`src/hdl/rsad_pkg.sv`:
```
// shared types, codes and constants for the run-length sprite decoder
package rsad_pkg;

   // position ranges
   localparam int MAX_COLUMNS = 4096;
   localparam int MAX_ROWS    = 4096;
   localparam int COL_W       = 13;
   localparam int ROW_W       = 12;
   localparam int CLIP_W      = 14;
   localparam int RCNT_W      = 13;

   // column saturation bounds, one bit wider than the column
   localparam logic signed [CLIP_W-1:0] COL_HI = CLIP_W'(MAX_COLUMNS - 1);
   localparam logic signed [CLIP_W-1:0] COL_LO = CLIP_W'(-MAX_COLUMNS);
   localparam logic [ROW_W-1:0]         ROW_LAST = ROW_W'(MAX_ROWS - 1);

   // command queue between parser and executor
   localparam int QUEUE_DEPTH = 4;
   localparam int QPTR_W      = $clog2(QUEUE_DEPTH);
   localparam int QCNT_W      = $clog2(QUEUE_DEPTH + 1);

   // stream header codes
   localparam logic [7:0] CODE_ROW_END       = 8'h00;
   localparam logic [7:0] CODE_OPAQUE_MAX    = 8'h7F;
   localparam logic [7:0] CODE_LONG_RUN      = 8'h80;
   localparam logic [7:0] CODE_ALPHA_RUN_MAX = 8'h9F;
   localparam logic [7:0] CODE_LONG_SKIP     = 8'hA0;
   localparam logic [7:0] ALPHA_OPAQUE       = 8'hFF;

   // configuration register indexes
   typedef enum logic [2:0] {
      CSR_CLIP_LEFT    = 3'd0,
      CSR_CLIP_RIGHT   = 3'd1,
      CSR_ROW_COUNT    = 3'd2,
      CSR_GLOBAL_ALPHA = 3'd3,
      CSR_MIRROR       = 3'd4
   } csr_index_type;

   // parser phases
   typedef enum logic [2:0] {
      PH_HEADER     = 3'd0,
      PH_LONG_COUNT = 3'd1,
      PH_ALPHA      = 3'd2,
      PH_SKIP_COUNT = 3'd3,
      PH_BLUE       = 3'd4,
      PH_GREEN      = 3'd5,
      PH_RED        = 3'd6,
      PH_DONE       = 3'd7
   } phase_type;

   // work handed from parser to executor
   typedef enum logic [2:0] {
      OP_NOP     = 3'd0,
      OP_ROW_END = 3'd1,
      OP_FINISH  = 3'd2,
      OP_MOVE    = 3'd3,
      OP_PIXEL   = 3'd4
   } op_type;

   typedef struct packed {
      op_type           op;
      logic             restart;
      logic [7:0]       amount;
      logic [ROW_W-1:0] row;
      logic [7:0]       blue;
      logic [7:0]       green;
      logic [7:0]       red;
      logic [7:0]       alpha;
   } cmd_type;

   // configuration register set
   typedef struct packed {
      logic signed [CLIP_W-1:0] clip_left;
      logic signed [CLIP_W-1:0] clip_right;
      logic [RCNT_W-1:0]        row_count;
      logic [7:0]               global_alpha;
      logic                     mirror;
   } cfg_type;

endpackage

```
`src/hdl/rsad_front.sv`:
```
// byte parser: decodes header codes and run bytes into executor commands
module rsad_front import rsad_pkg::*; (
   input  logic              clock,
   input  logic              reset,
   input  logic              byte_valid,
   input  logic [7:0]        stream_byte,
   input  logic              frame_start,
   input  logic [RCNT_W-1:0] row_count,
   input  logic              queue_full,
   output logic              byte_ready,
   output logic              push,
   output cmd_type           push_cmd
);

   phase_type        phase_ff, phase_in;
   logic [7:0]       rem_ff, rem_in;
   logic [7:0]       alpha_ff, alpha_in;
   logic [ROW_W-1:0] row_ff, row_in;
   logic [7:0]       blue_ff, blue_in;
   logic [7:0]       green_ff, green_in;

   phase_type         phase_eff;
   logic [7:0]        rem_eff;
   logic [7:0]        alpha_eff;
   logic [ROW_W-1:0]  row_eff;
   logic [RCNT_W-1:0] rc;
   logic [RCNT_W-1:0] row_next;
   logic [7:0]        rem_dec;
   logic              take;

   assign byte_ready = !queue_full;
   assign take       = byte_valid && !queue_full;
   assign push       = take;

   // phase register and run state
   always_ff @(posedge clock) begin
      if (reset) begin
         phase_ff <= PH_HEADER;
         rem_ff   <= 8'd0;
         alpha_ff <= ALPHA_OPAQUE;
         row_ff   <= '0;
      end else if (take) begin
         phase_ff <= phase_in;
         rem_ff   <= rem_in;
         alpha_ff <= alpha_in;
         row_ff   <= row_in;
      end
   end

   // held color bytes of the current pixel
   always_ff @(posedge clock) begin
      if (take) begin
         blue_ff  <= blue_in;
         green_ff <= green_in;
      end
   end

   // decode one byte
   always_comb begin
      phase_eff = frame_start ? PH_HEADER : phase_ff;
      rem_eff   = frame_start ? 8'd0 : rem_ff;
      alpha_eff = frame_start ? ALPHA_OPAQUE : alpha_ff;
      row_eff   = frame_start ? '0 : row_ff;
      rc        = (row_count == '0) ? RCNT_W'(1) : row_count;
      row_next  = {1'b0, row_eff} + RCNT_W'(1);
      rem_dec   = (rem_eff != 8'd0) ? rem_eff - 8'd1 : 8'd0;

      phase_in = phase_eff;
      rem_in   = rem_eff;
      alpha_in = alpha_eff;
      row_in   = row_eff;
      blue_in  = blue_ff;
      green_in = green_ff;

      push_cmd         = '0;
      push_cmd.op      = OP_NOP;
      push_cmd.restart = frame_start;
      push_cmd.row     = row_eff;
      push_cmd.blue    = blue_ff;
      push_cmd.green   = green_ff;
      push_cmd.red     = stream_byte;
      push_cmd.alpha   = alpha_eff;

      case (phase_eff)
         PH_HEADER: begin
            if (stream_byte == CODE_ROW_END) begin
               if (row_next >= rc) begin
                  push_cmd.op = OP_FINISH;
                  phase_in    = PH_DONE;
               end else begin
                  push_cmd.op = OP_ROW_END;
                  if (row_eff < ROW_LAST) begin
                     row_in = row_eff + ROW_W'(1);
                  end
               end
            end else if (stream_byte <= CODE_OPAQUE_MAX) begin
               rem_in   = stream_byte;
               alpha_in = ALPHA_OPAQUE;
               phase_in = PH_BLUE;
            end else if (stream_byte == CODE_LONG_RUN) begin
               phase_in = PH_LONG_COUNT;
            end else if (stream_byte <= CODE_ALPHA_RUN_MAX) begin
               rem_in   = stream_byte - CODE_LONG_RUN;
               phase_in = PH_ALPHA;
            end else if (stream_byte == CODE_LONG_SKIP) begin
               phase_in = PH_SKIP_COUNT;
            end else begin
               push_cmd.op     = OP_MOVE;
               push_cmd.amount = stream_byte - CODE_LONG_SKIP;
            end
         end
         PH_LONG_COUNT: begin
            rem_in   = stream_byte;
            phase_in = PH_ALPHA;
         end
         PH_ALPHA: begin
            alpha_in = stream_byte;
            phase_in = (rem_eff != 8'd0) ? PH_BLUE : PH_HEADER;
         end
         PH_SKIP_COUNT: begin
            push_cmd.op     = OP_MOVE;
            push_cmd.amount = stream_byte;
            phase_in        = PH_HEADER;
         end
         PH_BLUE: begin
            blue_in  = stream_byte;
            phase_in = PH_GREEN;
         end
         PH_GREEN: begin
            green_in = stream_byte;
            phase_in = PH_RED;
         end
         PH_RED: begin
            push_cmd.op = OP_PIXEL;
            rem_in      = rem_dec;
            phase_in    = (rem_dec != 8'd0) ? PH_BLUE : PH_HEADER;
         end
         default: begin
            // finished sprite: bytes are dropped until the next frame start
            phase_in = PH_DONE;
         end
      endcase
   end

endmodule

```
`src/hdl/rsad_queue.sv`:
```
// small command queue between parser and executor
module rsad_queue import rsad_pkg::*; (
   input  logic    clock,
   input  logic    reset,
   input  logic    push,
   input  cmd_type push_cmd,
   input  logic    pop,
   output logic    full,
   output logic    not_empty,
   output cmd_type head_cmd
);

   cmd_type           entry_ff [QUEUE_DEPTH];
   logic [QPTR_W-1:0] wr_ptr_ff, wr_ptr_in;
   logic [QPTR_W-1:0] rd_ptr_ff, rd_ptr_in;
   logic [QCNT_W-1:0] count_ff, count_in;
   logic              do_push;
   logic              do_pop;

   assign full      = (count_ff == QCNT_W'(QUEUE_DEPTH));
   assign not_empty = (count_ff != '0);
   assign head_cmd  = entry_ff[rd_ptr_ff];
   assign do_push   = push && !full;
   assign do_pop    = pop && not_empty;

   // pointer and fill count update
   always_comb begin
      wr_ptr_in = do_push ? wr_ptr_ff + QPTR_W'(1) : wr_ptr_ff;
      rd_ptr_in = do_pop ? rd_ptr_ff + QPTR_W'(1) : rd_ptr_ff;
      count_in  = count_ff;
      if (do_push && !do_pop) begin
         count_in = count_ff + QCNT_W'(1);
      end else if (do_pop && !do_push) begin
         count_in = count_ff - QCNT_W'(1);
      end
   end

   always_ff @(posedge clock) begin
      if (reset) begin
         wr_ptr_ff <= '0;
         rd_ptr_ff <= '0;
         count_ff  <= '0;
      end else begin
         wr_ptr_ff <= wr_ptr_in;
         rd_ptr_ff <= rd_ptr_in;
         count_ff  <= count_in;
      end
   end

   // entry storage
   always_ff @(posedge clock) begin
      if (do_push) begin
         entry_ff[wr_ptr_ff] <= push_cmd;
      end
   end

endmodule

```
`src/hdl/rsad_back.sv`:
```
// executor: column tracking, clipping, weight and the result register
module rsad_back import rsad_pkg::*; (
   input  logic        clock,
   input  logic        reset,
   input  cfg_type     cfg,
   input  logic        cmd_valid,
   input  cmd_type     cmd,
   output logic        cmd_pop,
   output logic        rsp_tvalid,
   input  logic        rsp_tready,
   output logic [63:0] rsp_tdata,
   output logic        rsp_tuser
);

   logic signed [COL_W-1:0] col_ff, col_in;
   logic                    valid_ff, valid_in;
   logic [63:0]             data_ff, data_in;
   logic                    kind_ff, kind_in;

   logic signed [COL_W-1:0]  col_base;
   logic signed [CLIP_W-1:0] col_wide;
   logic signed [CLIP_W-1:0] step;
   logic signed [CLIP_W-1:0] col_sum;
   logic signed [COL_W-1:0]  col_sat;
   logic [7:0]               move_n;
   logic                     visible;
   logic [15:0]              product;
   logic [7:0]               weight;
   logic                     plain;

   assign rsp_tvalid = valid_ff;
   assign rsp_tdata  = data_ff;
   assign rsp_tuser  = kind_ff;
   assign cmd_pop    = cmd_valid && (!valid_ff || rsp_tready);

   // column arithmetic, clip test and weight
   always_comb begin
      col_base = cmd.restart ? '0 : col_ff;
      col_wide = CLIP_W'(col_base);
      move_n   = (cmd.op == OP_PIXEL) ? 8'd1 : cmd.amount;
      step     = CLIP_W'({1'b0, move_n});
      col_sum  = cfg.mirror ? col_wide - step : col_wide + step;
      if (col_sum > COL_HI) begin
         col_sat = COL_HI[COL_W-1:0];
      end else if (col_sum < COL_LO) begin
         col_sat = COL_LO[COL_W-1:0];
      end else begin
         col_sat = col_sum[COL_W-1:0];
      end
      visible = (col_wide >= cfg.clip_left) && (col_wide < cfg.clip_right);
      product = cmd.alpha * cfg.global_alpha;
      weight  = product[15:8];
      plain   = (cmd.alpha == ALPHA_OPAQUE) && (cfg.global_alpha == ALPHA_OPAQUE);
   end

   // command execution and result loading
   always_comb begin
      col_in   = col_ff;
      valid_in = valid_ff && !rsp_tready;
      data_in  = data_ff;
      kind_in  = kind_ff;
      if (cmd_pop) begin
         col_in = col_base;
         case (cmd.op)
            OP_ROW_END: begin
               col_in = '0;
            end
            OP_FINISH: begin
               valid_in = 1'b1;
               kind_in  = 1'b1;
               data_in  = {39'd0, cmd.row, col_base};
            end
            OP_MOVE: begin
               col_in = col_sat;
            end
            OP_PIXEL: begin
               col_in = col_sat;
               if (visible && (cfg.global_alpha != 8'd0)) begin
                  valid_in = 1'b1;
                  kind_in  = 1'b0;
                  data_in  = {6'd0, plain, weight, cmd.red, cmd.green, cmd.blue,
                              cmd.row, col_base};
               end
            end
            default: begin
               col_in = col_base;
            end
         endcase
      end
   end

   always_ff @(posedge clock) begin
      if (reset) begin
         col_ff   <= '0;
         valid_ff <= 1'b0;
      end else begin
         col_ff   <= col_in;
         valid_ff <= valid_in;
      end
   end

   // result payload
   always_ff @(posedge clock) begin
      data_ff <= data_in;
      kind_ff <= kind_in;
   end

endmodule

```
`src/hdl/rle_sprite_alpha_decoder_unit.sv`:
```
// top level: configuration registers, parser, command queue and executor
// a byte that makes a result passes a queue entry and then the result register
// before it shows on rsp, when the queue is empty and the result register is free
// throughput: one stream byte per cycle while the queue is not full, set by the
// one-byte parser step and the executor; a stalled result port backs up into the queue
// reset: synchronous, active high; clears parse state, queue, position and
// configuration registers to their defaults
module rle_sprite_alpha_decoder_unit import rsad_pkg::*; (
   input  logic        clock,
   input  logic        reset,
   // stream input
   input  logic        req_tvalid,
   output logic        req_tready,
   input  logic [7:0]  req_tdata,   // [7:0] stream_byte
   input  logic        req_tuser,   // [0] frame_start
   // results
   output logic        rsp_tvalid,
   input  logic        rsp_tready,
   output logic [63:0] rsp_tdata,   // [12:0] column, [24:13] row, [32:25] blue,
                                    // [40:33] green, [48:41] red, [56:49] weight,
                                    // [57] plain_copy, [63:58] zero
   output logic        rsp_tuser,   // [0] kind
   // configuration writes
   input  logic        csr_valid,
   output logic        csr_ready,
   input  logic [2:0]  csr_index,
   input  logic [13:0] csr_data
);

   cfg_type cfg_ff, cfg_in;
   logic    q_full;
   logic    q_not_empty;
   logic    q_push;
   logic    q_pop;
   cmd_type push_cmd;
   cmd_type head_cmd;

   assign csr_ready = 1'b1;

   // configuration register writes
   always_comb begin
      cfg_in = cfg_ff;
      if (csr_valid) begin
         case (csr_index)
            CSR_CLIP_LEFT:    cfg_in.clip_left    = csr_data;
            CSR_CLIP_RIGHT:   cfg_in.clip_right   = csr_data;
            CSR_ROW_COUNT:    cfg_in.row_count    = csr_data[RCNT_W-1:0];
            CSR_GLOBAL_ALPHA: cfg_in.global_alpha = csr_data[7:0];
            CSR_MIRROR:       cfg_in.mirror       = csr_data[0];
            default:          cfg_in = cfg_ff;
         endcase
      end
   end

   always_ff @(posedge clock) begin
      if (reset) begin
         cfg_ff.clip_left    <= '0;
         cfg_ff.clip_right   <= CLIP_W'(MAX_COLUMNS);
         cfg_ff.row_count    <= RCNT_W'(1);
         cfg_ff.global_alpha <= ALPHA_OPAQUE;
         cfg_ff.mirror       <= 1'b0;
      end else begin
         cfg_ff <= cfg_in;
      end
   end

   // parser
   rsad_front u_front (
      .clock       (clock),
      .reset       (reset),
      .byte_valid  (req_tvalid),
      .stream_byte (req_tdata),
      .frame_start (req_tuser),
      .row_count   (cfg_ff.row_count),
      .queue_full  (q_full),
      .byte_ready  (req_tready),
      .push        (q_push),
      .push_cmd    (push_cmd)
   );

   // command queue
   rsad_queue u_queue (
      .clock     (clock),
      .reset     (reset),
      .push      (q_push),
      .push_cmd  (push_cmd),
      .pop       (q_pop),
      .full      (q_full),
      .not_empty (q_not_empty),
      .head_cmd  (head_cmd)
   );

   // executor
   rsad_back u_back (
      .clock      (clock),
      .reset      (reset),
      .cfg        (cfg_ff),
      .cmd_valid  (q_not_empty),
      .cmd        (head_cmd),
      .cmd_pop    (q_pop),
      .rsp_tvalid (rsp_tvalid),
      .rsp_tready (rsp_tready),
      .rsp_tdata  (rsp_tdata),
      .rsp_tuser  (rsp_tuser)
   );

endmodule

```
`config.mk`:
```
export PLATFORM = sky130hd
export DESIGN_NAME = rle_sprite_alpha_decoder_unit
export DESIGN_NICKNAME = d
export VERILOG_FILES = /design/src/hdl/rsad_pkg.sv /design/src/hdl/rsad_front.sv /design/src/hdl/rsad_queue.sv /design/src/hdl/rsad_back.sv /design/src/hdl/rle_sprite_alpha_decoder_unit.sv
export SDC_FILE = /design/constraint.sdc
export NUM_CORES = 1
export LEC_CHECK = 0
export ABC_AREA = 1
export BUFFER_PORTS_ARGS = -buffer_cell sky130_fd_sc_hd__buf_2
export CAP_MARGIN = 30
export CORE_AREA = 8 8 235 237
export CTS_CLUSTER_DIAMETER = 200
export DETAILED_ROUTE_END_ITERATION = 10
export DIE_AREA = 0 0 243 245
export PLACE_DENSITY_LB_ADDON = 0.08
export SYNTH_ARGS = -nofsm -noshare
export SYNTH_HDL_FRONTEND = slang
export SYNTH_SLANG_ARGS = --single-unit
export TNS_END_PERCENT = 50
```
`constraint.sdc`:
```
create_clock -name clock -period 6.6 [get_ports clock]
set_input_delay 1.32 -clock clock [delete_from_list [all_inputs] [get_ports clock]]
set_output_delay 1.32 -clock clock [all_outputs]
set_load 0.005 [all_outputs]
```
# Yosys cells after proc, flatten, opt, wreduce, memory -nomap -nowiden
# Memories as Yosys holds them, arrays and structs flattened. A register that Yosys moved wholly into a read port is not among the register bits.
# Index checks and enable logic that the tools add are counted.
# op_classes
n_mux,59
multipliers,1
n_lt_le_gt_ge,8
n_eq_ne,20
reduce_logical,35
n_addsub,11
# op_table
op,n
64-bit one-hot mux with 2 select lines,1
8-bit 2-to-1 mux,15
64-bit 2-to-1 mux,1
12-bit 2-to-1 mux,5
13-bit 2-to-1 mux,4
3-bit 2-to-1 mux,15
8-bit == test (second input constant),4
8-bit one-hot mux with 2 select lines,2
13-bit one-hot mux with 2 select lines,1
8-bit one-hot mux with 3 select lines,1
8-bit nonzero test,3
3-bit one-hot mux with 7 select lines,1
3-bit by 2-bit == test with 1-bit output (second input constant),6
3-bit == test (second input constant),6
8-bit by 8-bit multiplier with 16-bit output,1
8-bit subtractor (second input constant),2
13-bit by 9-bit adder with 14-bit output,1
13-bit by 14-bit greater-or-equal comparator with 1-bit output,1
14-bit by 13-bit greater-than comparator with 1-bit output (second input constant),1
13-bit by 14-bit < comparator with 1-bit output,1
14-bit by 13-bit < comparator with 1-bit output (second input constant),1
14-bit 2-to-1 mux,1
2-bit AND reduction,7
13-bit by 9-bit subtractor with 14-bit output,1
other kinds (26),52
# word_totals
ram_bits,224
input_bits,31
register_bits,183
mem_count,1
out_inout_bits,68
# memory_table
memory,depth,width,read_ports,rd_clocked_by_memory_dff,wr,line,source
u_queue.entry_ff,4,56,1,1,1,rsad_queue.sv:13,cmd_type entry_ff [QUEUE_DEPTH];

# Longest topological paths before layout
# depth
ltp_word,8
mapped_depth,27
mapped_depth_nobuf,24

# Modules after synthesis
# Synthesis repeated with hierarchy kept, for this count alone.
# unflattened
cells_unflattened,2350
area_unflattened_um2,21485.6
# modules_own_cells
mod,area_per_inst_um2,instances,cells_per_inst,seq_area_each_um2
rsad_queue,9113.7,1,611,6906.6
rsad_back,6784.0,1,887,2052.0
rsad_front,3563.4,1,558,1101.1
rle_sprite_alpha_decoder_unit,2024.4,1,294,1001.0

# Worst setup path before layout
# Ideal clock, no wire load.
# synth_path
path_kind,register to register
start,register with a tool-made name
end,register u_back.data_ff[56] (netlist: u_back.rsp_tdata[56]) (data pin)
arrival_time_ps,4545
path_stages_with_launch,24
n_path_buf,5
synth_period_minus_slack_ps,4799
setup_ps,255
setup_slack_ps,1801
cell_sequence,dfxtp_1 buf_6 inv_4 buf_6 buf_6 buf_2 buf_2 nand2_1 nand3_1 nand2_1 inv_1 nand2_1 fa_1 fa_1 fa_1 inv_1 fa_1 ha_1 a21oi_1 o21ai_0 a211oi_1 nand3_1 nand2_1 nor2_1
# synth_lines
item,line,source
to (signal assigned),rsad_back.sv:104,data_ff <= data_in;
to (decl),rsad_back.sv:17,"logic [63:0] data_ff, data_in;"

==> reports/qor.txt <==
status: completed
Compound-Gate Fraction of Synth Area: 11.90%
CP Class: reg -> reg
first-pass GRT wire length: 82280 um
crit path time final: 5.198 ns
antenna violation net count after detailed routing: 0
Fmax achieved: 192.4 MHz
setup bufs post-CTS: 0
row count: 84
synth warn: 0
Initial Util: 39.30%
Worst-Margin Slew: 0.9586 ns
multiplexer share of the synthesized area: 0%
largest net degree at the start of global routing: 72
Top FF cell, synth: edfxtp_1
TritonCTS clock tree: done
H-tree depth: 2
DRC Markers: 0
total gr overflow: 0
# hold bufs at CTS: 0
Final Wtd Congestion: 0.8735
Netlist cell types: 58
CP Data Required Time: 6.92 ns
post-synthesis simple-gate area fraction: 15.78%
ANT cells: 0
worst clock skew: 0.03538 ns
Post-synth EDFFs: 299
Max Fanout on Critical Path: 62
Worst-path clk slew: 0.06 ns
drt pass-1 iters: 5
core box area: 0.05171 mm^2
XOR/XNOR share of the synthesized area: 1.336%
die area: 0.05954 mm^2
Critical Path Max Stage Delay: 0.56 ns
Slew headroom: 35.75%
wire per inst: 17.84 um
max-slew violations: 0
CP cell instances: inv_4 > buf_16 > nand2_1 > nand3_1 > nand2_1 > inv_1 > nand2_1 > fa_1 > fa_1 > fa_1 > inv_1 > fa_1 > ha_1 > a21oi_1 > o21ai_0 > a211oi_1 > nand3_1 > nand2_1 > nor2_1
Final Hold Vio Count: 0
Clock Sinks: 403
max_cap viols: 0
crit path max-delay cell type: fa_1
Initial DRC Count: 926
setup TNS: 0 ns
post-CTS sizing: 0
element type at the critical path end: flip-flop
I/O pin count: 99
Die Y: 245 um
Chip Width: 243 um
clock tree buffer depth: 3
Worst EP arrival: 5.52 ns
Adder-Cell Fraction of Synth Area: 9.616%
clk root buf: clkbuf_16
main combinational cell family by area after synthesis: simple AND/OR/NAND/NOR gates
synthesized area: 0.02032 mm^2
ys async rst share: 0%
post-detail-place hpwl: 34960 um
Syn Area/Cell: 9.614 um^2
via count: 14820
sequential share of the synthesized area: 54.42%
fin crit share: 78.76%
post-detailed-routing wire length: 52220 um
CTS Buf Count: 45
latest clock arrival within the worst-skew pair: 0.59 ns
fraction of layout cells with a size suffix above 1: 10.98%
min-delay worst type: reg -> reg
Vias/cell: 5.061
fin nets: 2370
Total GRT Usage: 17.33%
PortBufs: 91
initial antenna violation count: 1
# setup viols final: 0
number of global-route vias before repair: 14770
Syn Inst Count: 2114
area grow syn2layout: 12.95%
register bit total from synthesis: 403
Worst setup SP type: flip-flop
RSZ-0062 raised after global routing: no
# fillers: 5068
-- layout make-up --
class,instances,area (um^2),share of cell area (%)
Clock buffer,62,1230,5.358
Clock inverter,20,175.2,0.7631
Multi-Input combinational cell,1374,7928,34.53
Sequential cell,403,11070,48.20
Inverter,264,1001,4.360
Timing Repair Buffer,117,695.7,3.030
Tap cell,688,860.8,3.750
-- flip-flops by register name (all words and copies together), names as in the netlist, named ones only --
signal,flops
u_back.rsp_tdata,58
u_front.phase_ff,3
u_front.row_ff,12
u_back.rsp_tvalid,1
u_back.col_ff,13
u_back.rsp_tuser,1
u_queue.rd_ptr_ff,2
u_front.alpha_ff,8
u_front.green_ff,8
u_queue.count_ff,3
u_queue.wr_ptr_ff,2
cfg_ff,50
u_front.blue_ff,8
u_front.rem_ff,8
u_queue.entry_ff,224
-- layer usage --
metal | share of wire, % | track usage, %
met2 | 48 | 29.78
met5 | 0.025 | 0
met1 | 46 | 22.60
met4 | 2.2 | 4.743
met3 | 3.7 | 2.717
-- critical path: cells and delay by family, from the launching register on --
kind / cells / cell delay (ns)
simple gates: 7 / 0.61
compound gates: 3 / 0.76
flops: 1 / 0.36
fa+ha+maj: 5 / 2.31
buf+inv: 4 / 0.90
-- Yosys cell counts (3+ instances only) --
cell | n | area, um^2
nand2_4 | 3 | 33.78
o21ai_0 | 212 | 1061
buf_2 | 7 | 35.03
xnor2_1 | 14 | 122.6
a211oi_1 | 3 | 22.52
xor2_1 | 17 | 148.9
a31oi_1 | 14 | 87.58
nor2_4 | 3 | 33.78
dfxtp_1 | 104 | 2082
a21oi_2 | 9 | 78.83
nand4_1 | 12 | 75.07
or2_2 | 4 | 25.02
nor3_1 | 15 | 75.07
nand3_2 | 7 | 70.07
nor2_2 | 8 | 50.05
buf_6 | 9 | 101.4
ha_1 | 97 | 1214
a21o_1 | 4 | 30.03
o22ai_1 | 14 | 87.58
nor4_1 | 7 | 43.79
nand2_2 | 8 | 50.05
nand2_1 | 324 | 1216
a21oi_1 | 154 | 770.7
buf_4 | 9 | 67.56
buf_1 | 6 | 22.52
o21ai_1 | 7 | 35.03
o221ai_1 | 5 | 43.79
inv_1 | 254 | 953.4
o21a_1 | 4 | 30.03
nand3_1 | 67 | 335.3
edfxtp_1 | 299 | 8979
fa_1 | 37 | 740.7
o211ai_1 | 8 | 60.06
nor2_1 | 286 | 1074
clkinv_1 | 5 | 18.77
clkbuf_1 | 47 | 176.4
-- kinds of logic (layout without fill, tap and decap cells) --
group | Yosys count | count (layout)
and+or+nand+nor | 755 | 755
xor gates and xnor gates | 31 | 31
buffers and inverters | 342 | 463
adders and majority gates | 134 | 134
AOI/OAI and AO/OA | 447 | 447
other | 2 | 7
DFF | 403 | 403
-- final timing paths --
path | startpoint | endpoint | slack, ns | depth (start not counted)
worst max-delay path | flip-flop | u_back.rsp_tdata[56] | 1.40 | 19
worst min-delay path | cfg_ff[32] | cfg_ff[32] | 0.46 | 2
worst max register to register | flip-flop | u_back.rsp_tdata[56] | 1.40 | 19
worst min register to register | cfg_ff[32] | cfg_ff[32] | 0.46 | 2
-- cells in the final DEF, fill, tap and decap left out, types with 8 or more instances in the layout --
| cell | instances |
|---|---|
| dfxtp_1 | 102 |
| inv_1 | 251 |
| a21oi_2 | 9 |
| nor2_2 | 8 |
| nor2_1 | 282 |
| fa_1 | 37 |
| clkbuf_1 | 13 |
| buf_2 | 91 |
| o21ai_0 | 212 |
| xnor2_1 | 14 |
| ha_1 | 97 |
| nor3_1 | 14 |
| nand2_1 | 324 |
| a21oi_1 | 154 |
| nand3_1 | 67 |
| buf_4 | 23 |
| o211ai_1 | 8 |
| edfxtp_1 | 299 |
| xor2_1 | 17 |
| nand4_1 | 12 |
| clkbuf_16 | 45 |
| a31oi_1 | 13 |
| clkinv_1 | 12 |
| nand2_2 | 8 |
| o22ai_1 | 14 |
-- metrics by stage --
stage          hold slack (ns)  instances  cell area (um^2)  util (%)  setup slack, ns
2_1_floorplan           0.4299       2119             20340         -            1.801
3_3_place_gp            0.4475       2842             21480     41.53            1.229
3_5_place_dp            0.4501       2846             21550     41.68            1.334
4_1_cts                 0.4615       2928             22960     44.39            1.330
5_1_grt                 0.4755       2928             22960     44.39           0.8869
6_report                0.4594       2928             22960     44.39            1.402
Power is not shown: default switching activity piles up to over one toggle a cycle in this logic, so the estimate is an artifact.
